`src/hpid_ram.sv`:
```
// Generic single-write, single-read RAM with registered read data.
// No dependencies.
module hpid_ram #(
   parameter int WIDTH = 8,
   parameter int DEPTH = 4,
   localparam int ADDR_W = (DEPTH > 1) ? $clog2(DEPTH) : 1
) (
   input  logic              clock,
   input  logic              wr_en,
   input  logic [ADDR_W-1:0] wr_addr,
   input  logic [WIDTH-1:0]  wr_data,
   input  logic              rd_en,
   input  logic [ADDR_W-1:0] rd_addr,
   output logic [WIDTH-1:0]  rd_data
);

   logic [WIDTH-1:0] mem [DEPTH];

   always_ff @(posedge clock) begin
      if (wr_en) begin
         mem[wr_addr] <= wr_data;
      end
      if (rd_en) begin
         rd_data <= mem[rd_addr];
      end
   end

endmodule

```
`config.mk`:
```
export PLATFORM = sky130hd
export DESIGN_NAME = hpid_ram
export DESIGN_NICKNAME = d
export VERILOG_FILES = /design/src/hpid_ram.sv
export SDC_FILE = /design/constraint.sdc
export NUM_CORES = 1
export LEC_CHECK = 0
export ABC_AREA = 0
export BUFFER_PORTS_ARGS = -buffer_cell sky130_fd_sc_hd__buf_4
export CAP_MARGIN = 20
export CORE_ASPECT_RATIO = 1.75
export CORE_MARGIN = 2
export CORE_UTILIZATION = 23
export CTS_CLUSTER_SIZE = 25
export DETAILED_ROUTE_END_ITERATION = 7
export PLACE_DENSITY = 0.46
export SYNTH_ARGS = -nofsm -noshare
export SYNTH_HDL_FRONTEND = slang
export SYNTH_SLANG_ARGS = --single-unit
```
`constraint.sdc`:
```
create_clock -name clock -period 1.93 [get_ports clock]
set_clock_uncertainty 0.15 [all_clocks]
set_input_delay 0.386 -clock clock [delete_from_list [all_inputs] [get_ports clock]]
set_output_delay 0.386 -clock clock [all_outputs]
set_load 0.01 [all_outputs]
```
Word level (Yosys, flattened, before mapping). Memory sizes are Yosys's and may differ from the RTL's. A register that Yosys moved wholly into a read port is not among the register bits. Index checks and enable logic that the tools add are counted.

Mux-type cells: 2.

Operators by type and width (number): $mux 1 (2).

Bits in registers: 0. Bits in writable memories: 32. Input port bits: 15. Output and inout bits: 8. Word-level logic and storage cells: 3. Memories: 1.

Memory list: mem (words 4, width 8, read ports 1, clocked after Yosys merged registers in 1, wr ports 1, RTL line 17) `logic [WIDTH-1:0] mem [DEPTH];`.

Longest topological paths before layout.
Depth in word-level cells: 2. Depth in mapped cells: 2.

Least setup slack after synthesis. OpenSTA, ideal clock, no wires.

Kind: in2reg. Start point: input wr_addr[0]. End point: memory mem[0][0] (enable). Library setup time: 0.385 ns. Arrival time: 1.065 ns. Required time: 1.395 ns. Slack: 0.330 ns. Cell stages on the path: 1. Path through: nor3b_1.

RTL lines: start, declared (RTL line 10) `input logic [ADDR_W-1:0] wr_addr,`; end, declared (RTL line 17).

No word-level cell before the write port.

Worst setup path in the final report.
Start point: register rd_data[5], read port of mem. End point: output rd_data[5].

RTL lines: start, declared (RTL line 14) `output logic [WIDTH-1:0] rd_data`.

No word-level cell between the ends.

==> flow_summary.yaml <==
global_route:
  grt_start_max_net_pins: 11
  grt_pass1_wl_um: 3570
  grt_pass1_vias: 650
  antenna_found_initial: 0
  globalRouteTotalUtil_pct: 7.54
  overflow: 0
die:
  num_io_pins: 23
  die_w_um: 63.6
  coreArea_um2: 6090
  die_h_um: 108
  start_util_pct: 23.5
  die-area_um2: 6880
  num_rows: 38
clock_tree:
  cts_resized: 0
  cts.sinks: 40
  clock_latency_ns: 0.28
  clockBufferDepth: 2
  clk_pin_slew_ns: 0.07
  tritoncts: "done"
  root_buffer: "clkbuf_8"
  ctsHoldBuffers: 0
  numCtsBuffers: 5
  post-cts-setup-buffers: 0
  h-tree-depth: 2
route:
  first_iter_violations: 21
  first_pass_iters: 4
  vias_per_cell: 3.68
  wl_per_cell_um: 14.0
  wl_um: 2240
  route.vias.total: 589
  ant_nets: 0
  drc: 0
synth:
  ys_seq_elements: 40
  avgSynthCellArea_um2: 26.5
  synth_nets: 69
  syn_inst: 54
  syn_area_um2: 1430
  ys_seq_area_share_pct: 84.1
  synth.distinct_cells: 7
  yosysWarnings: 0
sta:
  fin_ws_ns: 0.585
  finalHoldViolCount: 0
  finalSetupViolations: 0
  finalSetupTns_ns: 0
  rsz0062_at_grt: "no"
  max_slew_margin_pct: 69.0
  maxSlewViolCount: 0
  worstMarginPinSlew_ns: 0.465
  post-route-period-util_pct: 69.7
  max_freq_mhz: 744
  min_period_ns: 1.34
layout:
  drive_above_1_share_pct: 45.0
  nets: 97
  final_cell_mix: "40 x edfxtp_1, 23 x buf_4, 8 x mux4_2"
  syn2layout_area_growth_pct: 22.8
  final_common_cell: "edfxtp_1"
  antenna_cells: 0
hold_path:
  hold_path_class: "in2reg"
  hold_depth: 1
power_and_ir_drop:
  max-vdd-ir-drop_mv: 0.237
  leakagePower_nw: 0.591
  power_density_nw_per_um2: 919
place:
  gp_congestion: 0.655
  io_buffer_count: 22
  pre_cts_ws_ns: 0.370
worst_setup_path:
  critPathSlowestCell: "edfxtp_1"
  path_class: "reg2out"
  critPathArrivalTime_ns: 0.81
  crit_fanout: 1
  r2r_slack_ns: 0.68
  timing.rr.end: "rd_data[2]$_DFFE_PP_"
  cp.depth: 1
  reg2regPathDepth: 1
  required_ns: 1.39
  end_kind: "primary output"
  cp-start-kind: "register"
  worstPathCellList: "buf_4"
  cp-endpoint: "rd_data[5]"
  crit_path_start: "rd_data[5]$_DFFE_PP_"
  cpPeakStageDelay_ns: 0.38
  crit_buf_inv: 1
  reg2reg_from: "mem[3][2]$_DFFE_PP_"
  crit_family: "flip-flops"
run_status:
  outcome: "complete, no violations"
run:
  max_cap_viol_count: 0
## registers in the layout, summed over array words and instances, names as in the netlist
register / count
mem: 32
rd_data: 8
## cell type report
type | instances | area (um2)
Tap cell | 80 | 100
Multi-Input combinational cell | 12 | 211
Timing Repair Buffer | 23 | 173
Clock buffer | 5 | 68.8
Sequential cell | 40 | 1200
Fill cell | 635 | 4330
## stage by stage
step           power (W)  hold slack [ns]  instance area, um2  instances  util, %
2_1_floorplan    0.00109            0.335                1430         54        -
3_3_place_gp     0.00115            0.436                1690        155     27.7
3_5_place_dp     0.00115            0.443                1690        155     27.7
4_1_cts          0.00164            0.145                1750        160     28.8
5_1_grt          0.00168            0.142                1750        160     28.8
6_report         0.00161            0.156                1750        160     28.8
## worst min-delay path by stage
stage	from	to	slack, ns
after detailed placement	wr_data[3]	mem[0][3]$_DFFE_PP_	0.44
after floorplan	wr_data[0]	mem[0][0]$_DFFE_PP_	0.33
after CTS	wr_data[0]	mem[1][0]$_DFFE_PP_	0.14
final	wr_data[3]	mem[3][3]$_DFFE_PP_	0.16
after global placement	wr_data[5]	mem[2][5]$_DFFE_PP_	0.44
after global routing	wr_data[5]	mem[2][5]$_DFFE_PP_	0.14
## report_power, final
part	leakage, nW	internal, W	switching [W]	total [W]
registers	0.372	0.00101	0.0000103	0.00102
logic	0.183	0.0000606	0.0000489	0.000110
clock network	0.0359	0.000233	0.000251	0.000484
total	0.591	0.00130	0.000310	0.00161
## synthesized netlist by cell type
library cell / instances / area share (%)
nor3b_1: 1 / 0.53
buf_6: 1 / 0.79
mux4_2: 8 / 13
edfxtp_1: 40 / 84
and3_1: 1 / 0.44
and3b_1: 2 / 1.2
clkbuf_2: 1 / 0.35
## per-layer routing
layer | wire [um] | part of all wire (%) | global-route usage [%] | vias up
met3 | 92 | 4.1 | 2.08 | 4
li1 | - | - | - | 280
met4 | 74 | 3.3 | 6.06 | 0
met2 | 1230 | 55 | 12.9 | 21
met1 | 839 | 38 | 7.55 | 284
met5 | 0 | 0 | 0 | -
## logic make-up (layout without fill, tap and decap cells)
group                  after synthesis  after routing  synth area share (%)
and+or+nand+nor                      4              4                  2.19
muxes                                8              8                  12.6
DFF                                 40             40                  84.1
buffers and inverters                2             28                  1.14
No activity file was read; power rests on OpenSTA's default activity.
